==> src/sv/hvd_pkg.sv <==
`timescale 1ns / 1ps
// Shared types, codes and constants for the halfspace violation distance unit.
package hvd_pkg;

    // Input item: one coordinate, one coefficient or one facet bound.
    typedef struct packed {
        logic [1:0]         mode;
        logic [3:0]         dim_index;
        logic signed [31:0] value;
        logic               last_facet;
    } t_in_item;

    // Result item.
    typedef struct packed {
        logic [62:0] distance_sq;
        logic        zero_norm_flag;
        logic        saturated_flag;
    } t_out_item;

    // Item modes.
    localparam logic [1:0] MODE_POINT = 2'd0;
    localparam logic [1:0] MODE_COEF  = 2'd1;
    localparam logic [1:0] MODE_BOUND = 2'd2;

    // Configuration port.
    localparam int CFG_IDX_W  = 2;
    localparam int CFG_DATA_W = 32;
    localparam logic [CFG_IDX_W-1:0] CFG_IS_UNIVERSE = 2'd0;
    localparam logic [CFG_IDX_W-1:0] CFG_IS_EMPTY    = 2'd1;

    // Arithmetic widths and limits.
    localparam int MUL_W     = 33;
    localparam int SUM_W     = 48;
    localparam int DEN_W     = 64;
    localparam int DIV_STEPS = 48;
    localparam int DIV_CNT_W = $clog2(DIV_STEPS);
    localparam logic [SUM_W-1:0] SUM_MAX  = 48'hFFFF_FFFF_FFFF;
    localparam logic [SUM_W-1:0] ROOT_MAX = 48'd3037000499;
    localparam logic [62:0]      RES_MAX  = 63'h7FFF_FFFF_FFFF_FFFF;

    // Main sequencer.
    typedef enum logic [3:0] {
        ST_IDLE,
        ST_MUL_DOT,
        ST_ACC_DOT,
        ST_ACC_NORM,
        ST_DIFF,
        ST_DIV,
        ST_SUM,
        ST_SQ_MUL,
        ST_SQ
    } t_state;

    // Serial divider sequencer.
    typedef enum logic [1:0] {
        DV_IDLE,
        DV_CHECK,
        DV_RUN,
        DV_DONE
    } t_div_state;

    typedef struct packed {
        logic done;
        logic ovf;
    } t_div_stat;

endpackage

==> src/sv/hvd_mul.sv <==
`timescale 1ns / 1ps
// Shared signed multiplier with a registered product.
module hvd_mul
    import hvd_pkg::*;
(
    input  logic                        i_clk,
    input  logic signed [MUL_W-1:0]     i_a,
    input  logic signed [MUL_W-1:0]     i_b,
    output logic signed [2*MUL_W-1:0]   o_p
);

    logic signed [2*MUL_W-1:0] r_p;

    always_ff @(posedge i_clk) begin
        r_p <= i_a * i_b;
    end

    assign o_p = r_p;

endmodule

==> config.mk <==
export PLATFORM = sky130hd
export DESIGN_NAME = hvd_mul
export DESIGN_NICKNAME = d
export VERILOG_FILES = /design/src/sv/hvd_pkg.sv /design/src/sv/hvd_mul.sv
export SDC_FILE = /design/constraint.sdc
export NUM_CORES = 2
export LEC_CHECK = 0
export BUFFER_PORTS_ARGS = -buffer_cell sky130_fd_sc_hd__buf_2
export CAP_MARGIN = 30
export CORE_ASPECT_RATIO = 1.5
export CORE_MARGIN = 10
export CORE_UTILIZATION = 45
export DETAILED_ROUTE_END_ITERATION = 10
export RECOVER_POWER = 100
export SYNTH_ARGS = -nofsm -noshare
export SYNTH_HDL_FRONTEND = slang
export SYNTH_SLANG_ARGS = --single-unit
==> constraint.sdc <==
create_clock -name i_clk -period 9.3 [get_ports i_clk]
set_input_delay 2.325 -clock i_clk [delete_from_list [all_inputs] [get_ports i_clk]]
set_output_delay 2.325 -clock i_clk [all_outputs]
set_load 0.1 [all_outputs]
# Word-level counts from Yosys, hierarchy flattened
# Index checks and enable logic that the tools add are counted.
[classes]
addsub = 0
n_mul = 1
div_mod_pow = 0
n_lt_le_gt_ge = 0
eq_ne = 0
n_shift = 0
mux = 0
n_bitwise = 0
n_reduce_logical = 0
[ops]
columns = ["operator", "n"]
rows = [
  ["$mul A33 B33 Y66", 1],
]
[totals]
reg_bits = 66
latch_bits = 0
ram_bits = 0
rom_bits = 0
output_inout_bits = 66
word_cells = 2
mem_count = 0

# Logic depth before layout (Yosys ltp)
[depth]
word_depth = 1
ltp_mapped = 27

# Worst setup path after synthesis
# Ideal clock, no wire load.
[synth_timing]
path_type = "input-to-reg"
from = "input port i_a[32]"
to = "register r_p[62], in the netlist o_p[62]"
setup_time_ps = 79
t_arrival_ps = 9482
t_required_ps = 9221
slack_ps = -261
stages = 23
path_buffers = 2
path_cell_list = "clkbuf_1 nand2_1 inv_1 fa_1 fa_1 fa_1 fa_1 fa_1 fa_1 fa_1 inv_1 fa_1 inv_1 ha_1 clkbuf_1 and3_1 nand3_1 nand2b_1 a2111oi_4 a211oi_4 a21o_2 a21o_1 a211oi_2"
[synth_via]
elab_chain_len = 1
[synth_lines]
columns = ["element", "line_no", "source"]
rows = [
  ["from (decl)", "hvd_mul.sv:7", "input logic signed [MUL_W-1:0] i_a,"],
  ["$mul A33 B33 Y66", "hvd_mul.sv:15", "r_p <= i_a * i_b;"],
  ["to (signal assigned)", "hvd_mul.sv:15", ""],
  ["to (decl)", "hvd_mul.sv:12", "logic signed [2*MUL_W-1:0] r_p;"],
]
# Every way passes these cells.

# Worst setup path in the final report
[layout_timing]
from = "input port i_a[8]"
to = "register r_p[62], in the netlist o_p[62]"
# Same word-level chain as after synthesis.

==> summary.txt <==
Routing
  • DR WL/cell: 20.69 µm
  • Iteration count of the initial detailed-routing pass: 5
  • Vias/cell: 5.073
  • Residual DRC count: 0
  • Routed Antenna Nets: 0
  • Via Count: 29,970
  • Wirelength, routed: 122.2 mm
  • Iteration-0 DRC Markers: 1,358

Worst setup path
  • Worst-path maximum fanout: 14
  • Arrival @ worst endpoint: 9450 ps
  • Buf/Inv on CP: 8
  • Slowest cell on the critical path: fa_1
  • CP top delay family: adder cells
  • Worst Path Required: 9590 ps
  • Crit end category: flop
  • Crit path launch type: input pin
  • Worst path max stage delay: 640 ps
  • Cell mode on critical path: fa_1
  • Crit Path Class: in -> reg

Floorplanning
  • Die width: 265.7 µm
  • IO Pins: 133
  • Starting density of the core: 0.4524
  • Core Box Area: 90,030 µm²
  • # rows: 135
  • Die area: 103,200 µm²
  • Die H: 388.5 µm

Job
  • Max-cap violations: 0

CTS
  • CTS Buf Count: 9
  • Num Clock Sinks: 66
  • Root buf cell: clkbuf_16
  • CTS tree: done
  • CTS Buffer Depth: 2
  • Clk slew on worst S/H paths: 70 ps
  • CTS H-tree depth: 3

Synthesis
  • Post-synth design cell area: 40,730 µm²
  • Dominant synthesized flop cell: dfxtp_1
  • Ys Warns: 0
  • Yosys reg bits: 66
  • Syn nets: 5,767
  • Post-Syn Area per Cell: 9.390 µm²
  • Post-synth ARST share: 0
  • Unique cell type count in the Yosys netlist: 80
  • Post-synth EDFFs: 0
  • Register area share after synthesis: 0.03244
  • Cells after Synth: 4,338

Final layout
  • Largest register FFs: 66
  • Commonest non-fill, non-tap cells in the layout: 1,128 x inv_1, 1,116 x fa_1, 558 x and2_1
  • Fin nets: 6,165
  • Post-Layout Inst Area: 46,580 µm²
  • Final std cells w/o fill: 5,908
  • Most common cell after layout, fill and taps aside: inv_1
  • Fin util: 0.5174
  • Layout cell share with drive strength beyond 1: 0.1365
  • Reg area: 1321 µm²
  • Layout fillers: 8,502
  • Multi-input gate area: 34,560 µm²
  • Area Growth Syn to Fin: 14.35%

Global routing
  • Largest net degree at the start of global routing: 27
  • GRT Total Usage: 0.2469
  • Remaining Overflow, GRT: 0
  • Antenna violations before repair: 11
  • Global-route wire length before repair: 191.5 mm
  • Vias in the first global route: 34,560

Placement
  • DP HPWL: 110.8 mm
  • DP Area: 45,910 µm²
  • DP Cell Count: 5,881
  • Routability cong.: 0.9023
  • I/O Buffers: 132
  • DP Worst Slack: -444.1 ps

Timing
  • RSZ-0062 raised after global routing: yes
  • Slew @ Worst Pin: 1441 ps
  • Final Hold Viols: 0
  • Final setup viols: 0
  • Highest Clock Rate: 109.2 MHz
  • Slew HR: 0.04325
  • Period minus WS final: 9160 ps
  • Final Worst Setup Slack: 140.4 ps
  • Fin crit share: 0.9849
  • Fin. max-slew vios: 0

Min path
  • Hold WC Path Type: in -> reg

Status
  • Status: complete, no violations
[worst paths after layout]
path	cells past startpoint	to	slack [ps]	start
max	26	o_p[62]$_DFF_P_	140	i_a[8]
min	2	o_p[0]$_DFF_P_	2290	i_b[0]
[metrics by stage]
stage,setup TNS [ps],hold WS [ps]
floorplan,0,2452
global placement,-7372,2817
detailed placement,-7793,2813
CTS,-17.23,2334
global route,-33.04,2286
finish,0,2290
[cell usage after synthesis, types with 11 or more instances]
cell type | count | area share
inv_1 | 1131 | 0.10
nand3_1 | 25 | 0.0031
dfxtp_1 | 66 | 0.032
nand4_1 | 11 | 0.0017
o21bai_1 | 11 | 0.0020
xnor2_1 | 43 | 0.0092
fa_1 | 1145 | 0.56
xor2_1 | 25 | 0.0054
nor2_1 | 68 | 0.0063
nand2_1 | 551 | 0.051
o21ai_0 | 25 | 0.0031
and2_1 | 562 | 0.086
nand2b_1 | 12 | 0.0018
buf_2 | 11 | 0.0014
ha_1 | 217 | 0.067
clkbuf_1 | 208 | 0.019
a21oi_1 | 57 | 0.0070
a21o_1 | 36 | 0.0066
[repair_timing]
item / CTS / global route
pin swaps: 1 / 37
buffers inserted: 0 / 8
resized for setup: 4 / 129
setup endpoints to repair: 4 / 28
hold buffers: 0 / 0
[cells by family (layout without fill, tap and decap cells)]
kind of cell | count (synthesis) | count (layout) | share of synthesized area
AO/OA/AOI/OAI | 219 | 219 | 0.04067
XOR/XNOR | 68 | 68 | 0.01462
adder cells (fa/ha/maj) | 1362 | 1362 | 0.6294
buffers and inverters | 1352 | 1755 | 0.1251
flip-flops | 66 | 66 | 0.03244
other | 0 | 3 | 0
AND/OR/NAND/NOR | 1271 | 1271 | 0.1578
[per-layer routing]
metal	vias to the layer above	share of wire	GRT usage
li1	13120	-	-
met1	15690	0.29	0.2243
met2	765	0.58	0.4839
met3	396	0.025	0.01991
met4	2	0.10	0.2081
met5	-	0.000082	0
[layout make-up]
class / count / area share
diodes: 3 / 0.0001612
inverters: 1131 / 0.09114
clock buffers: 11 / 0.005211
well taps: 1164 / 0.03127
clock inverters: 5 / 0.001665
flip-flops and latches: 66 / 0.02837
multi-input cells: 2920 / 0.7420
repair buffers: 608 / 0.1002
Power is not shown: default switching activity piles up to over one toggle a cycle in this logic, so the estimate is an artifact.
