**config.mk**
```make
export PLATFORM = sky130hd
export DESIGN_NAME = hvd_pmem
export DESIGN_NICKNAME = d
export VERILOG_FILES = /design/src/sv/hvd_pkg.sv /design/src/sv/hvd_pmem.sv
export SDC_FILE = /design/constraint.sdc
export NUM_CORES = 1
export LEC_CHECK = 0
export BUFFER_PORTS_ARGS = -buffer_cell sky130_fd_sc_hd__buf_2
export CORE_ASPECT_RATIO = 0.6
export CORE_MARGIN = 1.5
export CORE_UTILIZATION = 55
export CTS_CLUSTER_DIAMETER = 30
export DETAILED_ROUTE_END_ITERATION = 7
export PLACE_DENSITY_LB_ADDON = 0.05
export SLEW_MARGIN = 10
export SYNTH_ARGS = -nofsm -noshare
export SYNTH_HDL_FRONTEND = slang
export SYNTH_SLANG_ARGS = --single-unit
```
**constraint.sdc**
```tcl
create_clock -name i_clk -period 3.8 [get_ports i_clk]
set_clock_uncertainty 0.1 [all_clocks]
set_input_delay 0.76 -clock i_clk [delete_from_list [all_inputs] [get_ports i_clk]]
set_output_delay 0.76 -clock i_clk [all_outputs]
set_load 0.05 [all_outputs]
```
**src/sv/hvd_pkg.sv**
```systemverilog
`timescale 1ns / 1ps
// Shared types, codes and constants for the halfspace violation distance unit.
package hvd_pkg;

    // Input item: one coordinate, one coefficient or one facet bound.
    typedef struct packed {
        logic [1:0]         mode;
        logic [3:0]         dim_index;
        logic signed [31:0] value;
        logic               last_facet;
    } t_in_item;

    // Result item.
    typedef struct packed {
        logic [62:0] distance_sq;
        logic        zero_norm_flag;
        logic        saturated_flag;
    } t_out_item;

    // Item modes.
    localparam logic [1:0] MODE_POINT = 2'd0;
    localparam logic [1:0] MODE_COEF  = 2'd1;
    localparam logic [1:0] MODE_BOUND = 2'd2;

    // Configuration port.
    localparam int CFG_IDX_W  = 2;
    localparam int CFG_DATA_W = 32;
    localparam logic [CFG_IDX_W-1:0] CFG_IS_UNIVERSE = 2'd0;
    localparam logic [CFG_IDX_W-1:0] CFG_IS_EMPTY    = 2'd1;

    // Arithmetic widths and limits.
    localparam int MUL_W     = 33;
    localparam int SUM_W     = 48;
    localparam int DEN_W     = 64;
    localparam int DIV_STEPS = 48;
    localparam int DIV_CNT_W = $clog2(DIV_STEPS);
    localparam logic [SUM_W-1:0] SUM_MAX  = 48'hFFFF_FFFF_FFFF;
    localparam logic [SUM_W-1:0] ROOT_MAX = 48'd3037000499;
    localparam logic [62:0]      RES_MAX  = 63'h7FFF_FFFF_FFFF_FFFF;

    // Main sequencer.
    typedef enum logic [3:0] {
        ST_IDLE,
        ST_MUL_DOT,
        ST_ACC_DOT,
        ST_ACC_NORM,
        ST_DIFF,
        ST_DIV,
        ST_SUM,
        ST_SQ_MUL,
        ST_SQ
    } t_state;

    // Serial divider sequencer.
    typedef enum logic [1:0] {
        DV_IDLE,
        DV_CHECK,
        DV_RUN,
        DV_DONE
    } t_div_state;

    typedef struct packed {
        logic done;
        logic ovf;
    } t_div_stat;

endpackage

```
**src/sv/hvd_pmem.sv**
```systemverilog
`timescale 1ns / 1ps
// Point coordinate store: one write port, one registered read port.
module hvd_pmem
    import hvd_pkg::*;
#(
    parameter int DEPTH  = 16,
    parameter int ADDR_W = 4
) (
    input  logic                    i_clk,
    input  logic                    i_wr_en,
    input  logic [ADDR_W-1:0]       i_wr_addr,
    input  logic signed [31:0]      i_wr_data,
    input  logic                    i_rd_en,
    input  logic [ADDR_W-1:0]       i_rd_addr,
    output logic signed [31:0]      o_rd_data
);

    logic signed [31:0] r_mem [DEPTH];
    logic signed [31:0] r_rd_data;

    always_ff @(posedge i_clk) begin
        if (i_wr_en) begin
            r_mem[i_wr_addr] <= i_wr_data;
        end
    end

    always_ff @(posedge i_clk) begin
        if (i_rd_en) begin
            r_rd_data <= r_mem[i_rd_addr];
        end
    end

    assign o_rd_data = r_rd_data;

endmodule

```
======== Word level (Yosys, flattened, before mapping) ========
Memory sizes are Yosys's and may differ from the RTL's. A register that Yosys moved wholly into a read port is not among the register bits.
Index checks and enable logic that the tools add are counted.
storage, ports and cells
  RAM bits ................................ 512
  memories ................................ 1
  input bits .............................. 43
  logic and storage cells ................. 3
  flip-flop bits (word level) ............. 0
  output and inout bits ................... 32
memories
  name   words  bits a word  rd ports  clocked after memory_dff  wr ports  line            text
  r_mem  16     32           1         1                         1         hvd_pmem.sv:18  logic signed [31:0] r_mem [DEPTH];
operators by class
  mux-type cells .......................... 2
operators with widths
  cell     number
  $mux W1  2

======== Depth between registers and ports, before layout ========
Gate-level depths: netlist of run 1.
  depth in word-level cells ............... 2
  mapped depth ............................ 5
  gate-level depth less buffers ........... 3

======== Least setup slack after synthesis of run 1 ========
OpenSTA, ideal clock, no wires.
  path kind ............................... input to register
  from .................................... input i_wr_addr[2]
  to ...................................... memory r_mem[0][0], enable pin
  data required time ...................... 3.239 ns
  buffers on the path ..................... 0
  stages .................................. 2
  slack ................................... -0.240 ns
  library setup time ...................... 0.461 ns
  arrival ................................. 3.478 ns
  cell sequence ........................... or3b_2 -> nor3_1
RTL lines
  what                line            text
  start: declaration  hvd_pmem.sv:11  input logic [ADDR_W-1:0] i_wr_addr,
  end: declaration    hvd_pmem.sv:18
Straight into the memory's write port.

======== Worst setup path after layout of run 1 ========
  from .................................... input i_wr_addr[2]
  to ...................................... memory r_mem[2][11], enable pin
Straight into the memory's write port.

==> flow_metrics.py, run 1 <==
metrics = {
    "run": {
        "drv_cap": 0,
    },
    "cells_and_area": {
        "drive_above_1_share_pct": 36.2,
        "area_delta_synth_final_pct": 17.8,
        "fill_cells": 2297,
        "multiInputGateArea_sq_mm": 0.00375,
        "finish.utilization_pct": 65.6,
        "regArea_sq_mm": 0.0163,
        "n_antenna_cell": 0,
        "final_common_cell": "edfxtp_1",
        "mostFrequentLayoutCells": "544 x edfxtp_1, 128 x mux4_2, 72 x buf_2",
        "num-nets-final": 1016,
    },
    "die": {
        "die_x_microns": 250,
        "initial_core_util_pct": 55.7,
        "io_pins": 75,
        "die_area_sq_mm": 0.0379,
        "dieHeight_microns": 151,
        "core.rowCount": 54,
        "core_area_sq_mm": 0.0362,
    },
    "placed_design": {
        "dp_hpwl_microns": 22600,
        "finalWeightedCongestion": 0.719,
        "portBuffers": 74,
    },
    "sta": {
        "worst_pin_slew_ns": 1.15,
        "maxSlewHeadroom_pct": 23.6,
        "setup_viol": 0,
        "drv_slew": 0,
        "hold_viol_final": 0,
        "finalCriticalPeriod_ns": 2.22,
        "rsz0062_at_grt": "no",
        "max_freq_ghz": 0.450,
        "finalCritPeriodShare_pct": 58.5,
        "fin_setup_tns_ns": 0,
    },
    "route": {
        "vias_per_cell": 6.12,
        "wl_per_cell_microns": 28.4,
        "final_antenna_net_count": 0,
        "dr.pass1.iters": 5,
        "drtIter0Drc": 870,
        "drt_wl_total_microns": 42600,
        "drc": 0,
        "vias": 9167,
    },
    "worst_setup_path": {
        "critical_path.startpoint": "i_wr_addr[2]",
        "cp_max_fo": 17,
        "worstPathArrival_ns": 2.39,
        "cp_num_buf_inv": 2,
        "crit_family": "simple AND/OR/NAND/NOR gates",
        "timing.rr.start": "r_mem[3][3]",
        "cp_cell_sequence": "buf_2, or3b_2, nor2_4, buf_4",
        "critPathLaunchType": "primary input",
        "slowest_delay_ns": 0.60,
        "end_kind": "register",
        "crit_slowest_cell": "or3b_2",
        "critical_path_class": "primary input to register",
        "crit_required_ns": 3.97,
    },
    "yosys": {
        "synth-seq-area-share_pct": 81.0,
        "ys_warn_count": 0,
        "netlist_area_sq_mm": 0.0202,
        "ys_ff_latch": 544,
        "synth_nets": 881,
        "syn_inst": 838,
        "ys_types": 17,
        "avgSynthCellArea_sq_um": 24.1,
    },
    "grt": {
        "grt_max_degree": 42,
        "antenna_found_initial": 0,
        "grt_pass1_wl_microns": 62800,
        "grt_usage_pct": 23.6,
        "grt_pass1_vias": 9539,
        "grt_overflow_total": 0,
    },
    "clocking": {
        "insertion_delay_ns": 0.57,
        "ctsHoldBuffers": 0,
        "postCtsSetupRepairBufs": 0,
        "path_clk_slew_ns": 0.07,
        "cts_resized": 0,
        "h-tree-depth": 3,
        "cts_buffers": 70,
        "cts_tree": "yes",
        "cts_buffer_depth": 3,
        "clockRootBuffer": "clkbuf_16",
        "cts.sinks": 544,
    },
    "power": {
        "power_mw": 13.9,
        "powerDensity_mw_per_mm2": 585,
        "p_leak_nw": 7.70,
        "vdd_drop_max_uv": 443,
    },
    "run_status": {
        "status": "completed",
    },
    "hold_path": {
        "holdCritPathClass": "primary input to register",
        "holdCritStartpoint": "i_wr_data[11]",
    },
}
==> worst paths after layout <==
check	endpoint	slack (ns)	cells past startpoint
hold reg to reg	o_rd_data[1]	0.64	3
setup / recovery	r_mem[2][11]	1.58	4
hold / removal	r_mem[5][11]	0.45	1
setup reg to reg	o_rd_data[3]	2.17	3
==> state kept, by name, summed over array words and instances (netlist names) <==
signal	flops
o_rd_data	32
r_mem	512
==> synth_stat cells (all sizes together) <==
library cell	n	share of area, %
nor3	4	0.099
edfxtp	544	81
nand3	1	0.025
a22oi	64	2.4
nor2	13	0.24
buf	26	0.79
mux4	128	14
nand2	33	0.61
or3b	1	0.043
nand2b	2	0.062
nand3b	2	0.074
clkbuf	17	0.32
and2	1	0.031
nor2b	2	0.062
==> kinds of logic after synthesis <==
group	share of synthesized area [%]
flops	81.0
mux	14.3
compound gates	2.38
simple gates	1.25
buf+inv	1.10
==> power by group <==
part | leakage (nW) | switching, mW | internal, mW
logic | 1.64 | 0.438 | 0.242
registers | 4.94 | 0.0384 | 6.76
clock network | 1.12 | 2.52 | 3.89
==> routing by layer <==
layer	track usage (%)	share of wire [%]	vias up
met3	4.74	5.7	80
met5	0	0	-
met2	37.4	49	316
met1	33.9	44	4872
li1	-	-	3899
met4	7.12	2.0	0
==> area by class of cell <==
cell class	instances	area share [%]
clock buffer	75	7.54
clock inverter	47	2.10
multi-input combinational	251	15.8
sequential	544	68.8
tap	476	2.51
timing repair buffer	106	3.30
==> metrics by stage <==
| step | area (sq um) | hold slack, ns | setup WS (ns) | cells |
|---|---|---|---|---|
| after floorplan | 20200 | 0.610 | 0.0607 | 838 |
| after global placement | 21500 | 0.626 | 1.00 | 1377 |
| after detailed placement | 21500 | 0.630 | 0.977 | 1377 |
| after CTS | 23800 | 0.435 | 1.58 | 1499 |
| after global routing | 23800 | 0.442 | 1.49 | 1499 |
| final | 23800 | 0.455 | 1.58 | 1499 |
Power figures use the tool's default switching activity.
==> run 2, diff against run 1 <==
Settings changed: CORE_UTILIZATION 55 to 61.
Clock period 3.8 ns to 2.3 ns, I/O delays scaled along.
==> flow_metrics.py, run 2 (same netlist as run 1, synthesis figures left out) <==
metrics = {
    "run_status": {
        "status": "completed",
    },
    "worst_setup_path": {
        "end_kind": "output pin",
        "crit_required_ns": 1.74,
        "worstPathArrival_ns": 1.26,
        "cp_num_buf_inv": 1,
        "critPathLaunchType": "register",
        "cp_cell_sequence": "buf_2",
        "slowest_delay_ns": 0.39,
        "critical_path_class": "register to output pin",
        "crit_family": "flip-flops",
        "crit_slowest_cell": "edfxtp_1",
        "cp_max_fo": 1,
    },
    "die": {
        "core_area_sq_mm": 0.0325,
        "core.rowCount": 51,
        "io_pins": 75,
        "die_area_sq_mm": 0.0342,
        "initial_core_util_pct": 62.1,
        "die_x_microns": 238,
        "dieHeight_microns": 144,
    },
    "clocking": {
        "cts.sinks": 544,
        "clockRootBuffer": "clkbuf_16",
        "cts_resized": 0,
        "cts_buffer_depth": 3,
        "insertion_delay_ns": 0.58,
        "h-tree-depth": 2,
        "cts_buffers": 59,
        "cts_tree": "yes",
        "path_clk_slew_ns": 0.07,
        "ctsHoldBuffers": 0,
        "postCtsSetupRepairBufs": 0,
    },
    "power": {
        "p_sw_mw": 4.72,
        "pwr-share-clk_pct": 43.4,
        "internal_power_mw": 17.2,
        "vdd_drop_max_uv": 631,
        "powerDensity_mw_per_mm2": 926,
        "sw_frac_of_total_pct": 21.5,
        "pwr-share-comb_pct": 5.3,
        "seqPwrFrac_pct": 51.2,
        "p_leak_nw": 7.64,
    },
    "cells_and_area": {
        "mostFrequentLayoutCells": "544 x edfxtp_1, 128 x mux4_2, 72 x buf_2",
        "area_delta_synth_final_pct": 17.4,
        "largest_register": "r_mem",
        "finish.utilization_pct": 72.9,
        "fill_cells": 1777,
        "drive_above_1_share_pct": 35.0,
        "num-nets-final": 1009,
        "final_common_cell": "edfxtp_1",
        "largest_register_ffs": 512,
    },
    "route": {
        "vias_per_cell": 6.50,
        "drt_wl_total_microns": 42900,
        "drtIter0Drc": 1117,
        "wl_per_cell_microns": 29.8,
        "vias": 9353,
        "drc": 0,
        "final_antenna_net_count": 0,
        "dr.pass1.iters": 5,
    },
    "sta": {
        "maxSlewHeadroom_pct": 38.3,
        "worst_pin_slew_ns": 0.924,
        "fin_setup_tns_ns": 0,
        "drv_slew": 0,
        "hold_viol_final": 0,
        "rsz0062_at_grt": "no",
        "setup_viol": 0,
        "finalCriticalPeriod_ns": 1.82,
        "max_freq_ghz": 0.549,
        "finalCritPeriodShare_pct": 79.1,
        "setup_slack_ns": 0.480,
    },
    "hold_path": {
        "holdCritPathClass": "primary input to register",
    },
    "placed_design": {
        "portBuffers": 74,
        "post-place-ws_ns": 0.0592,
        "dp_hpwl_microns": 21200,
        "finalWeightedCongestion": 0.723,
    },
    "grt": {
        "grt_usage_pct": 25.9,
        "antenna_found_initial": 1,
        "grt_pass1_vias": 9703,
        "grt_max_degree": 38,
        "grt_pass1_wl_microns": 62700,
        "grt_overflow_total": 0,
    },
    "run": {
        "drv_cap": 0,
    },
}
-- run 2: worst paths after layout --
check / endpoint / slack (ns) / start / depth (start not counted)
worst min-delay path: r_mem[3][0] / 0.15 / i_wr_data[0] / 1
worst max register to register: o_rd_data[29] / 0.75 / r_mem[12][29] / 3
worst max-delay path: o_rd_data[0] / 0.48 / o_rd_data[0] / 1
worst min register to register: o_rd_data[1] / 0.65 / r_mem[13][1] / 3
-- run 2: layout make-up --
| type | instances | area [sq um] | share of cell area (%) |
|---|---|---|---|
| well taps | 424 | 531 | 2.24 |
| clock buffers | 68 | 1550 | 6.56 |
| clock inverters | 41 | 448 | 1.89 |
| repair buffers | 110 | 1040 | 4.39 |
| flip-flops and latches | 544 | 16300 | 69.0 |
| diodes | 1 | 2.50 | 0.0106 |
| multi-input cells | 251 | 3780 | 15.9 |
-- run 2: per-layer routing --
metal / global-route usage (%) / up-vias / routed length [microns]
met5: 0 / - / 0
met2: 42.7 / 441 / 21400
met3: 4.53 / 62 / 3130
li1: - / 3884 / -
met4: 6.50 / 0 / 623
met1: 37.1 / 4966 / 17700
-- run 2: power by group through the flow --
| stage | Clock (mW) | Combinational [mW] | Sequential, mW |
|---|---|---|---|
| after floorplan | 0 | 0.536 | 11.6 |
| after global placement | 0 | 1.14 | 11.4 |
| after detailed placement | 0 | 1.18 | 11.4 |
| after CTS | 9.66 | 1.18 | 11.2 |
| after global routing | 10.1 | 1.24 | 11.2 |
| final | 9.52 | 1.17 | 11.2 |
-- run 2: per-stage QoR --
step	cells	area (sq um)	hold WS [ns]	power [mW]
global route	1439	23700	0.141	22.6
floorplan	838	20200	0.459	12.1
finish	1439	23700	0.149	21.9
detailed placement	1329	21700	0.629	12.6
global placement	1329	21700	0.620	12.6
CTS	1438	23700	0.121	22.1
