--- config.mk ---
export PLATFORM = sky130hd
export DESIGN_NAME = hvd_div
export DESIGN_NICKNAME = d
export VERILOG_FILES = /design/src/sv/hvd_pkg.sv /design/src/sv/hvd_div.sv
export SDC_FILE = /design/constraint.sdc
export NUM_CORES = 1
export LEC_CHECK = 0
export ABC_AREA = 1
export BUFFER_PORTS_ARGS = -buffer_cell sky130_fd_sc_hd__buf_2
export CORE_MARGIN = 8
export CORE_UTILIZATION = 55
export CTS_CLUSTER_SIZE = 16
export DETAILED_ROUTE_END_ITERATION = 6
export GPL_TIMING_DRIVEN = 1
export PLACE_DENSITY = 0.78
export SKIP_CTS_REPAIR_TIMING = 1
export SLEW_MARGIN = 20
export SYNTH_ARGS = -nofsm -noshare
export SYNTH_HDL_FRONTEND = slang
export SYNTH_SLANG_ARGS = --single-unit
--- constraint.sdc ---
create_clock -name i_clk -period 26 [get_ports i_clk]
set_input_delay 3.9 -clock i_clk [delete_from_list [all_inputs] [get_ports i_clk]]
set_output_delay 3.9 -clock i_clk [all_outputs]
set_load 0.03 [all_outputs]
--- src/sv/hvd_pkg.sv ---
`timescale 1ns / 1ps
// Shared types, codes and constants for the halfspace violation distance unit.
package hvd_pkg;

    // Input item: one coordinate, one coefficient or one facet bound.
    typedef struct packed {
        logic [1:0]         mode;
        logic [3:0]         dim_index;
        logic signed [31:0] value;
        logic               last_facet;
    } t_in_item;

    // Result item.
    typedef struct packed {
        logic [62:0] distance_sq;
        logic        zero_norm_flag;
        logic        saturated_flag;
    } t_out_item;

    // Item modes.
    localparam logic [1:0] MODE_POINT = 2'd0;
    localparam logic [1:0] MODE_COEF  = 2'd1;
    localparam logic [1:0] MODE_BOUND = 2'd2;

    // Configuration port.
    localparam int CFG_IDX_W  = 2;
    localparam int CFG_DATA_W = 32;
    localparam logic [CFG_IDX_W-1:0] CFG_IS_UNIVERSE = 2'd0;
    localparam logic [CFG_IDX_W-1:0] CFG_IS_EMPTY    = 2'd1;

    // Arithmetic widths and limits.
    localparam int MUL_W     = 33;
    localparam int SUM_W     = 48;
    localparam int DEN_W     = 64;
    localparam int DIV_STEPS = 48;
    localparam int DIV_CNT_W = $clog2(DIV_STEPS);
    localparam logic [SUM_W-1:0] SUM_MAX  = 48'hFFFF_FFFF_FFFF;
    localparam logic [SUM_W-1:0] ROOT_MAX = 48'd3037000499;
    localparam logic [62:0]      RES_MAX  = 63'h7FFF_FFFF_FFFF_FFFF;

    // Main sequencer.
    typedef enum logic [3:0] {
        ST_IDLE,
        ST_MUL_DOT,
        ST_ACC_DOT,
        ST_ACC_NORM,
        ST_DIFF,
        ST_DIV,
        ST_SUM,
        ST_SQ_MUL,
        ST_SQ
    } t_state;

    // Serial divider sequencer.
    typedef enum logic [1:0] {
        DV_IDLE,
        DV_CHECK,
        DV_RUN,
        DV_DONE
    } t_div_state;

    typedef struct packed {
        logic done;
        logic ovf;
    } t_div_stat;

endpackage

--- src/sv/hvd_div.sv ---
`timescale 1ns / 1ps
// Restoring serial divider: floor(num * 2^16 / den), one quotient bit per cycle.
module hvd_div
    import hvd_pkg::*;
(
    input  logic                i_clk,
    input  logic                i_rst_n,
    input  logic                i_start,
    input  logic [62:0]         i_num,
    input  logic [DEN_W-1:0]    i_den,
    output logic [SUM_W-1:0]    o_quo,
    output t_div_stat           o_stat
);

    t_div_state             r_state, n_state;
    logic [DEN_W-1:0]       r_rem, n_rem;
    logic [DEN_W-1:0]       r_den, n_den;
    logic [SUM_W-1:0]       r_shift, n_shift;
    logic [SUM_W-1:0]       r_quo, n_quo;
    logic                   r_ovf, n_ovf;
    logic [DIV_CNT_W-1:0]   r_cnt, n_cnt;

    logic [DEN_W:0]         try_rem;
    logic [DEN_W:0]         sub_rem;
    logic                   fits;

    assign try_rem = {r_rem, r_shift[SUM_W-1]};
    assign sub_rem = try_rem - {1'b0, r_den};
    assign fits    = (try_rem >= {1'b0, r_den});

    always_ff @(posedge i_clk) begin
        if (!i_rst_n) begin
            r_state <= DV_IDLE;
        end else begin
            r_state <= n_state;
        end
    end

    always_ff @(posedge i_clk) begin
        r_rem   <= n_rem;
        r_den   <= n_den;
        r_shift <= n_shift;
        r_quo   <= n_quo;
        r_ovf   <= n_ovf;
        r_cnt   <= n_cnt;
    end

    always_comb begin
        n_state = r_state;
        n_rem   = r_rem;
        n_den   = r_den;
        n_shift = r_shift;
        n_quo   = r_quo;
        n_ovf   = r_ovf;
        n_cnt   = r_cnt;
        unique case (r_state)
            DV_IDLE: begin
                if (i_start) begin
                    // high part of the scaled numerator is the first partial remainder
                    n_rem   = {33'd0, i_num[62:32]};
                    n_shift = {i_num[31:0], 16'd0};
                    n_den   = i_den;
                    n_quo   = '0;
                    n_ovf   = 1'b0;
                    n_cnt   = DIV_CNT_W'(DIV_STEPS - 1);
                    n_state = DV_CHECK;
                end
            end
            DV_CHECK: begin
                // quotient would not fit in 48 bits
                if (r_rem >= r_den) begin
                    n_ovf   = 1'b1;
                    n_state = DV_DONE;
                end else begin
                    n_state = DV_RUN;
                end
            end
            DV_RUN: begin
                n_rem   = fits ? sub_rem[DEN_W-1:0] : try_rem[DEN_W-1:0];
                n_shift = {r_shift[SUM_W-2:0], 1'b0};
                n_quo   = {r_quo[SUM_W-2:0], fits};
                if (r_cnt == '0) begin
                    n_state = DV_DONE;
                end else begin
                    n_cnt = r_cnt - 1'b1;
                end
            end
            DV_DONE: begin
                n_state = DV_IDLE;
            end
            default: begin
                n_state = DV_IDLE;
            end
        endcase
    end

    assign o_quo       = r_quo;
    assign o_stat.done = (r_state == DV_DONE);
    assign o_stat.ovf  = r_ovf;

endmodule

# Word-level counts from Yosys, hierarchy flattened

Cells that the tools add are included.
Widths: inputs -> output; s select.

Word-level logic and storage cells: 44
RAM bits: 0
Output and inout bits: 50
Flip-flop bits (word level): 233
ROM bits: 0
Bits in latches: 0
Memories: 0

Equality and inequality tests: 7
Div/mod/pow operators: 0
Mux-type cells: 17
Bitwise logic cells: 0
$add $sub $neg: 2
Reductions and logical operators: 9
Multiply operators: 0
Shift-type cells: 0
$lt $le $gt $ge: 2

Operators by type and width:

| operator            | number |
|---|---|
| $pmux 48 s2         | 2 |
| $mux 64             | 2 |
| $pmux 64 s2         | 1 |
| $mux 48             | 2 |
| $ge 65x64->1        | 1 |
| $ge 64x64->1        | 1 |
| $sub 64x64->64      | 1 |
| $mux 6              | 2 |
| $pmux 6 s2          | 1 |
| $ne 2x2->1 const B  | 4 |
| $pmux 2 s4          | 1 |
| $logic_not 6->1     | 1 |
| $reduce_and 2->1    | 3 |
| $reduce_and 3->1    | 2 |
| $sub 6x1->6 const B | 1 |
| $eq 2x2->1 const B  | 2 |
| $mux 2              | 2 |
| $reduce_bool 2->1   | 2 |
| $mux 1              | 3 |
| $eq 2x1->1 const B  | 1 |
| $logic_not 2->1     | 1 |
| $pmux 1 s2          | 1 |

# Longest topological paths before layout

Gate-level depths: netlist of the first run.

Depth after elaboration: 3
Gate-level depth with buffers: 19
Gate-level depth less buffers: 19

# Least setup slack after synthesis of the first run

Ideal clock, no wire load.

Path kind: reg-to-reg
Start: register r_state[0]
End: register r_cnt[0], enable pin
Required time: 25674 ps
Stages on the path, launching flop included: 6
Setup slack: 14026 ps
Arrival time: 11649 ps
Clock period less this slack: 11974 ps
Setup time: 326 ps
Cell sequence: dfxtp_1 > inv_1 > ha_1 > inv_1 > o21ai_0 > o21a_1

Longest elaborated chain between the ends: 3
Elaborated cells on any way between the ends: 6

Ends and longest elaborated chain:

| element                                                   | RTL line      | text |
|---|---|---|
| start, declared                                           | hvd_div.sv:15 | `t_div_state r_state, n_state;` |
| start signal, assigned                                    | hvd_div.sv:35 | `r_state <= n_state;` |
| $eq 2x2->1 or $logic_not 2->1 (tied branches)             | hvd_div.sv:56 | `unique case (r_state)` |
| $ne 2x2->1 (no line) or $reduce_bool 2->1 (tied branches) | n/a           |  |
| $reduce_and 3->1 (no line) (*)                            | n/a           |  |
| end signal, assigned                                      | hvd_div.sv:45 | `r_cnt <= n_cnt;` |
| end, declared                                             | hvd_div.sv:21 | `logic [DIV_CNT_W-1:0] r_cnt, n_cnt;` |

Every way passes the cells marked *; elsewhere a longest branch is shown, timed or not.
A chain may end at the register's enable or synchronous reset.

# Final worst setup path of the first run

Start: input i_start
End: register r_rem[18], enable pin

Longest elaborated chain between the ends: 2

Ends and longest elaborated chain:

| element                    | RTL line      | text |
|---|---|---|
| start, declared            | hvd_div.sv:8  | `input logic i_start,` |
| $ne 2x2->1 (no line)       | n/a           |  |
| $reduce_and 2->1 (no line) | n/a           |  |
| end signal, assigned       | hvd_div.sv:40 | `r_rem <= n_rem;` |
| end, declared              | hvd_div.sv:16 | `logic [DEN_W-1:0] r_rem, n_rem;` |

No other way between the ends.

==> impl_results.md, run 1 <==
- Status: finished, final reports clean
- Worst vdd rail ir drop: 110 µV
- Hold_sp: r_shift[45]$_DFFE_PP_
- Seq pwr share: 26.1%
- Internal power: 1.25 mW
- Pleak: 8.93 nW
- Post-synth net total: 2387
- Die Wd: 186 µm
- Final setup fails: 0
- Pre-Repair DR Iteration Count: 5
- TritonCTS clock tree: built
- Post-synth EDFFs: 215
- Worst clock skew: 0.0193 ns
- Post-synth cell types: 42
- Die Y-Extent: 186 µm
- Vias in the first global route: 14300
- Hold crit path type: reg2reg
- Clock buffer depth: 3
- CTS clk-pin slew, worst paths: 0.06 ns
- Io pins: 180
- CP max-delay cell: buf_4
- Filler cells: 2587
- Cell Chain, Critical Path: buf_2, nand2_1, o21ai_4, buf_4, buf_4
- First-pass GRT wire length: 74400 µm
- Final min period: 5.21 ns
- Most common cell in the netlist: nand2_1
- Post-synth top area share: 40.6%
- RR Startpoint: r_rem[23]$_DFFE_PP_
- Vias: 14300
- RSZ-0062 raised after global routing: false
- Core Box Area: 28500 µm²
- # nets final: 2559
- Cell taking the most area after synthesis: edfxtp_1
- Tightest Pin Transition: 1.11 ns
- DR WL/cell: 17.3 µm
- Layout cells sized above 1: 11.2%
- Post-synth top cells: nand2_1, inv_1, nor2_1, edfxtp_1, ha_1
- Switching share of power: 50.7%
- DR iter-0 viols: 1064
- Worst flop-to-flop path endpoint: r_rem[38]$_SDFFCE_PN0P_
- CTS Buf Count: 24
- Seq/Total Area, Yosys: 40.9%
- Area contributors post-synth: edfxtp_1, nand2_1, ha_1, inv_1, nor2_1
- Final ANT Viol Nets: 0
- Slew headroom: 26.1%
- # rows: 62
- Clk root buf: clkbuf_16
- Mapped Cells: 2121
- Hold Path End: r_shift[46]$_DFFE_PP_
- Most common cell on crit path: buf_4
- Routability congestion estimate: 0.969
- R2R cell count: 14
- Initial antenna violation count: 4
- Mean Syn Cell Area: 7.49 µm²
- Die ar.: 34600 µm²
- FFs w/ async S/R, synth: 0%
- Max Slew Vio Count: 0
- Fin util: 62.7%
- HPWL after DPL: 37300 µm
- PwrDens: 142 nW/µm²
- Fin Hold WS: 0.521 ns
- Critical Path RT: 26.16 ns
- Largest stage delay, worst path: 0.67 ns
- P&R area growth vs syn: 12.6%
- Mapped cell area: 15900 µm²
- Sink Count: 217
- DR vias/cell: 5.32
- H-tree Lvls: 1
- Switch Pwr: 1.29 mW
- Crit-path max FO: 55
- Crit share post-route: 20.1%
- Clock Power Share: 12.9%
- Largest net degree at the start of global routing: 108
- Flops & latches, synth: 217
- Max frequency: 192 MHz
- Synth Flop Type: edfxtp_1
- Hold depth: 2
- Later-pin clock latency in the skew report: 0.54 ns
- Yosys warns: 0
- Dpl cell area: 17100 µm²
- Final Hold Viols: 0
- Initial Utilization: 55.7%
- Gr usage total: 27.4%
- Total routed wirelength: 46800 µm
- Design area: 17900 µm²
- Worst EP arrival: 5.38 ns
- Total Power: 2.54 mW
- TNS Setup: 0 ns
- Port Buf Inserts: 179
- Grt ovf: 0
- Max-cap viol count: 0
- Setup crit start kind: primary input
- Crit. End Element: flop
- Kind of critical path: in2reg
- Share of total power in combinational logic: 61.0%
- FF-to-FF setup slack: 22.32 ns
- Post-route DRC: 0
## per-layer routing
metal  track usage [%]  part of all wire, %  vias up
li1                  -                    -     7166
met1              35.2                   43     6652
met2              44.9                   45      429
met3              7.18                  8.8       77
met4              7.78                  2.7        8
met5                 0                0.086        -
## stage by stage
step | std cells | worst slack [ns]
3_3_place_gp | 2651 | 20.29
4_1_cts | 2695 | 20.77
3_5_place_dp | 2651 | 20.23
5_1_grt | 2695 | 20.70
2_1_floorplan | 2121 | 14.03
6_report | 2696 | 20.79
## state kept, by name, indices dropped and copies added (netlist names)
signal / count
r_rem: 64
r_cnt: 6
o_quo: 48
r_state: 2
r_ovf: 1
r_den: 64
r_shift: 32
## power groups by stage
stage | registers (mW) | clock network (mW) | logic, mW
finish | 0.664 | 0.329 | 1.55
global route | 0.681 | 0.349 | 1.74
CTS | 0.663 | 0.336 | 1.54
detailed placement | 0.666 | 0 | 1.53
global placement | 0.661 | 0 | 1.50
floorplan | 0.752 | 0 | 1.04
## how the worst max path moves through the flow
stage	cells past startpoint	start	endpoint	slack [ns]
2_1_floorplan	5	r_state[0]$_SDFFE_PN0P_	r_cnt[0]$_SDFFCE_PN1P_	14.03
3_3_place_gp	5	i_start	r_rem[20]$_DFFE_PP_	20.29
3_5_place_dp	5	i_start	r_rem[21]$_DFFE_PP_	20.23
4_1_cts	2	r_state[1]$_SDFFE_PN0P_	o_stat[1]	20.77
5_1_grt	5	i_start	r_rem[10]$_DFFE_PP_	20.70
6_report	5	i_start	r_rem[18]$_DFFE_PP_	20.79
## critical path: cells and delay by family
| family | cells | cell delay [ns] |
|---|---|---|
| buffers and inverters | 3 | 1.20 |
| and+or+nand+nor | 1 | 0.11 |
| AOI/OAI and AO/OA | 1 | 0.09 |
## kinds of logic (layout without fill, tap and decap cells)
logic type,after synthesis,after routing,synth area share (%)
compound gates,233,233,7.84
xor+xnor,33,33,1.82
fa+ha+maj,136,136,10.8
buf+inv,387,577,9.55
flops,217,217,40.9
other cells,0,1,0
simple gates,1115,1115,29.2
## layout by cell type, fill, tap and decap left out, types with 15 or more instances in the layout
cell	n
a21oi_1	124
buf_2	179
clkbuf_16	25
edfxtp_1	215
ha_1	134
inv_1	342
nand2_1	657
nand2_2	15
nand3_1	125
nand3b_1	15
nand4_1	15
nor2_1	243
nor3_1	16
o21ai_0	82
o21bai_1	15
xnor2_1	28
## final cells by class
class | count | area, µm² | area share (%)
clock inverters | 9 | 63.8 | 0.357
multi-input cells | 1517 | 7910 | 44.2
clock buffers | 35 | 693 | 3.87
diodes | 1 | 2.50 | 0.0140
well taps | 384 | 480 | 2.68
repair buffers | 186 | 948 | 5.30
inverters | 347 | 1310 | 7.29
flip-flops and latches | 217 | 6500 | 36.3
Note: power is estimated with default switching activity, not from simulation.
==> run 2: changes to the inputs <==
==> constraint.sdc (replaced) <==
create_clock -name i_clk -period 5.3 [get_ports i_clk]
set_input_delay 0.795 -clock i_clk [delete_from_list [all_inputs] [get_ports i_clk]]
set_output_delay 0.795 -clock i_clk [all_outputs]
set_load 0.03 [all_outputs]
==> run 2 against run 1 <==
Net effect: combinational power increased to 4.9 times the previous value; critical path type is now reg2reg; total power increased to 4.9 times the previous value; non-clock buffer count decreased by 2; global-route usage decreased by 0.63 points; design area about the same; register-to-register slack got worse by 21 ns; worst setup slack got worse by 19 ns.
==> impl_results.md, run 2 (synthesis results as in run 1) <==
- Pleak: 8.93 nW
- Die Wd: 186 µm
- Worst EP arrival: 3.88 ns
- Die Y-Extent: 186 µm
- Worst vdd rail ir drop: 445 µV
- DR vias/cell: 5.29
- Hold crit path type: in2reg
- Max-cap viol count: 0
- RR Startpoint: r_rem[23]$_DFFE_PP_
- Gr usage total: 26.7%
- Hold_sp: i_den[4]
- Total Power: 12.4 mW
- # rows: 62
- DR WL/cell: 17.3 µm
- Routability congestion estimate: 1.05
- Max frequency: 277 MHz
- Kind of critical path: reg2reg
- Post-route DRC: 0
- H-tree Lvls: 1
- Multi-input gate area: 7910 µm²
- CTS clk-pin slew, worst paths: 0.06 ns
- Worst flop-to-flop path endpoint: r_rem[36]$_SDFFCE_PN0P_
- Clock buffer depth: 3
- Final setup fails: 0
- Pre-Repair DR Iteration Count: 5
- Crit path launch: r_rem[23]$_DFFE_PP_
- Worst clock skew: 0.0227 ns
- First-pass GRT wire length: 72800 µm
- Initial antenna violation count: 4
- Crit-path max FO: 68
- HPWL after DPL: 36700 µm
- TNS Setup: 0 ns
- PwrDens: 695 nW/µm²
- Grt ovf: 0
- Reg area: 6500 µm²
- Sink Count: 217
- Port Buf Inserts: 179
- Hold depth: 1
- # nets final: 2557
- Vias in the first global route: 14200
- Tightest Pin Transition: 1.02 ns
- Later-pin clock latency in the skew report: 0.54 ns
- FF-to-FF setup slack: 1.69 ns
- Most frequent cells in the layout: nand2_1, inv_1, nor2_1
- Final cell count without fillers: 2695
- DR iter-0 viols: 1072
- Filler cells: 2617
- Layout cells sized above 1: 11.3%
- Most common cell after layout, fill and taps aside: nand2_1
- Io pins: 180
- Critical Path RT: 5.57 ns
- CTS Buf Count: 24
- TritonCTS clock tree: built
- Final Hold Viols: 0
- Inst Count DP: 2649
- Max Slew Vio Count: 0
- Slew headroom: 31.8%
- Setup crit start kind: flop
- Clk root buf: clkbuf_16
- Initial Utilization: 55.7%
- Fin util: 62.7%
- Core Box Area: 28500 µm²
- Status: finished, final reports clean
- Total routed wirelength: 46500 µm
- R2R cell count: 14
- Fin Hold WS: 0.431 ns
- Hold Path End: r_den[4]$_DFFE_PP_
- Final ANT Viol Nets: 0
- Final min period: 3.61 ns
- P&R area growth vs syn: 12.6%
- Vias: 14300
- Largest net degree at the start of global routing: 121
- Crit. End Element: flop
- RSZ-0062 raised after global routing: false
- Die ar.: 34600 µm²
- Crit share post-route: 68.2%
[run 2: cell type report]
| cell class | instances | share of cell area (%) |
|---|---|---|
| Clock inverter | 15 | 0.664 |
| Timing Repair Buffer | 184 | 5.29 |
| Inverter | 347 | 7.29 |
| Multi-Input combinational cell | 1517 | 44.2 |
| Tap cell | 384 | 2.68 |
| Antenna cell | 3 | 0.0419 |
| Sequential cell | 217 | 36.3 |
| Clock buffer | 28 | 3.56 |
[run 2: critical path, cell delays in order, from the launching register on]
cell      delay [ns]
edfxtp_1        0.52
ha_1            0.43
nand2_1         0.13
nor2_2          0.15
inv_2           0.07
nor3_4          0.21
nand2_1         0.16
nor2_1          0.14
nand2_2         0.08
nand3_2         0.09
nand2_4         0.36
nand2_8         0.54
inv_4           0.19
nor2_1          0.16
nor2_1          0.06
[run 2: worst max path at each step]
| stage | endpoint | slack, ns | cells after the start |
|---|---|---|---|
| 3_5_place_dp | r_rem[36]$_SDFFCE_PN0P_ | 1.81 | 14 |
| 4_1_cts | r_rem[36]$_SDFFCE_PN0P_ | 1.74 | 14 |
| 6_report | r_rem[36]$_SDFFCE_PN0P_ | 1.69 | 14 |
| 3_3_place_gp | r_rem[37]$_SDFFCE_PN0P_ | 1.90 | 14 |
| 2_1_floorplan | r_cnt[0]$_SDFFCE_PN1P_ | 0.06 | 5 |
| 5_1_grt | r_rem[36]$_SDFFCE_PN0P_ | 1.50 | 14 |
[run 2: power by group]
group | switching, mW | internal (mW) | total, mW
combinational | 5.19 | 2.35 | 7.54
sequential | 0.414 | 2.85 | 3.26
clock | 0.686 | 0.951 | 1.64
[run 2: routing by layer]
metal / part of all wire (%) / vias to the layer above / GRT usage [%]
met5: 0.028 / - / 0
met2: 45 / 479 / 44.3
li1: - / 7158 / -
met4: 2.9 / 2 / 7.91
met3: 9.1 / 80 / 7.22
met1: 43 / 6534 / 33.8
[run 2: through the flow]
stage          worst slack (ns)  instance area (µm²)
3_5_place_dp               1.81                17100
2_1_floorplan            0.0599                15900
4_1_cts                    1.74                17900
3_3_place_gp               1.90                17100
5_1_grt                    1.50                17900
6_report                   1.69                17900
==> run 3: changes to the inputs <==
==> constraint.sdc (replaced) <==
create_clock -name i_clk -period 3.5 [get_ports i_clk]
set_input_delay 0.525 -clock i_clk [delete_from_list [all_inputs] [get_ports i_clk]]
set_output_delay 0.525 -clock i_clk [all_outputs]
set_load 0.03 [all_outputs]
==> run 3 against run 2 <==
Net effect: register-to-register slack worse by 1.3 ns; sequential share of layout area decreased by 0.21 points; critical path depth stayed put; utilization grew 0.39 points; non-clock buffer count rose by 5; cell count up 0.15%; first-iteration DRC count increased by 15%; fmax up 14%; count of clock-buffer cells in the layout did not move; routed wire length is 1.9% higher; design area increased by 0.62%.
==> impl_results.md, run 3 (synthesis results as in run 1) <==
- Final min period: 3.16 ns
- RR Startpoint: r_rem[3]$_DFFE_PP_
- Initial antenna violation count: 6
- Most frequent cells in the layout: nand2_1, inv_1, nor2_1
- RSZ-0062 raised after global routing: false
- Clk root buf: clkbuf_16
- HPWL after DPL: 37700 µm
- Core Box Area: 28500 µm²
- CTS clk-pin slew, worst paths: 0.06 ns
- # nets final: 2562
- DR iter-0 viols: 1236
- Layout cells sized above 1: 11.7%
- Sink Count: 217
- Total routed wirelength: 47400 µm
- Hold_sp: i_den[4]
- Final setup fails: 0
- Port Buf Inserts: 179
- Grt ovf: 0
- Final ANT Viol Nets: 0
- Worst clock skew: 0.0132 ns
- P&R area growth vs syn: 13.3%
- Routability congestion estimate: 0.988
- Setup crit start kind: flop
- CTS Buf Count: 24
- TNS Setup: 0 ns
- Final Hold Viols: 0
- Clock buffer depth: 3
- Tightest Pin Transition: 0.795 ns
- Hold depth: 1
- Hold crit path type: in2reg
- Gr usage total: 27.4%
- Reg area: 6500 µm²
- Final cell count without fillers: 2699
- Status: finished, final reports clean
- Most common cell after layout, fill and taps aside: nand2_1
- R2R cell count: 14
- Io pins: 180
- Vias: 14500
- Max-cap viol count: 0
- Worst vdd rail ir drop: 784 µV
- Initial Utilization: 55.7%
- Max Slew Vio Count: 0
- Pleak: 8.98 nW
- TritonCTS clock tree: built
- Kind of critical path: reg2reg
- H-tree Lvls: 1
- Worst flop-to-flop path endpoint: r_rem[5]$_DFFE_PP_
- Crit share post-route: 90.3%
- Critical Path RT: 3.78 ns
- Largest stage delay, worst path: 0.49 ns
- Later-pin clock latency in the skew report: 0.53 ns
- First-pass GRT wire length: 74500 µm
- Multi-input gate area: 7920 µm²
- PwrDens: 1070 nW/µm²
- Largest net degree at the start of global routing: 84
- Hold Path End: r_den[4]$_DFFE_PP_
- Post-route DRC: 0
- Pre-Repair DR Iteration Count: 6
- CP max-delay cell: buf_4
- Slew headroom: 47.0%
- Crit. End Element: flop
- Filler cells: 2649
- Die Y-Extent: 186 µm
- Die ar.: 34600 µm²
- Vias in the first global route: 14300
- FF-to-FF setup slack: 0.34 ns
- DR vias/cell: 5.38
- Cell Chain, Critical Path: ha_1, a21oi_1, nand2_1, nand2_1, o211ai_4, nand2_2, nand2_2, nand2_2, nand3_2, nand2_4, buf_4, nand3_1, nand3_1, nand2_1
- Inst Count DP: 2654
- DR WL/cell: 17.6 µm
- Worst EP arrival: 3.45 ns
- Crit-path max FO: 44
- Die Wd: 186 µm
- # rows: 62
- Max frequency: 316 MHz
[run 3: per-layer routing]
metal	vias up	GRT usage, %	part of all wire [%]
met5	-	0	0.082
met3	76	6.21	8.2
met1	6760	35.9	43
met4	8	6.45	2.2
met2	512	45.6	46
li1	7173	-	-
[run 3: layout make-up]
cell class | instances | area share [%]
multi-input cells | 1517 | 44.0
flip-flops and latches | 217 | 36.1
inverters | 347 | 7.26
repair buffers | 189 | 5.46
clock buffers | 28 | 3.54
well taps | 384 | 2.67
clock inverters | 15 | 0.987
diodes | 2 | 0.0278
[run 3: stage by stage]
step           util (%)  setup slack, ns  cell area, µm²  hold WS, ns  total power, mW
2_1_floorplan         -           -0.177           15900        0.478             13.1
3_3_place_gp       60.2            0.459           17200        0.490             16.1
3_5_place_dp       60.2            0.464           17200        0.494             16.4
4_1_cts            63.1            0.422           18000        0.150             19.1
5_1_grt            63.1           0.0835           18000        0.155             20.7
6_report           63.1            0.339           18000        0.165             19.2
[run 3: worst max path at each step]
stage,from,endpoint,cells after the start
after detailed placement,r_rem[3]$_DFFE_PP_,r_rem[19]$_DFFE_PP_,14
after floorplan,r_state[0]$_SDFFE_PN0P_,r_cnt[0]$_SDFFCE_PN1P_,5
after global placement,r_rem[45]$_SDFFCE_PN0P_,r_rem[16]$_DFFE_PP_,11
after CTS,r_rem[3]$_DFFE_PP_,r_rem[5]$_DFFE_PP_,14
final,r_rem[3]$_DFFE_PP_,r_rem[5]$_DFFE_PP_,14
after global routing,r_rem[17]$_DFFE_PP_,r_rem[33]$_SDFFCE_PN0P_,14
[run 3: power by group]
group	switching, mW	total (mW)	internal, mW
combinational	8.05	11.6	3.59
sequential	0.615	4.93	4.31
clock	1.05	2.65	1.59
total	9.71	19.2	9.49
[run 3: worst max-delay path, delay by kind of cell (launching register included)]
family / cells / cell delay (ns)
adder cells (fa/ha/maj): 1 / 0.38
AO/OA/AOI/OAI: 2 / 0.41
flip-flops: 1 / 0.43
buffers and inverters: 1 / 0.49
AND/OR/NAND/NOR: 10 / 1.17
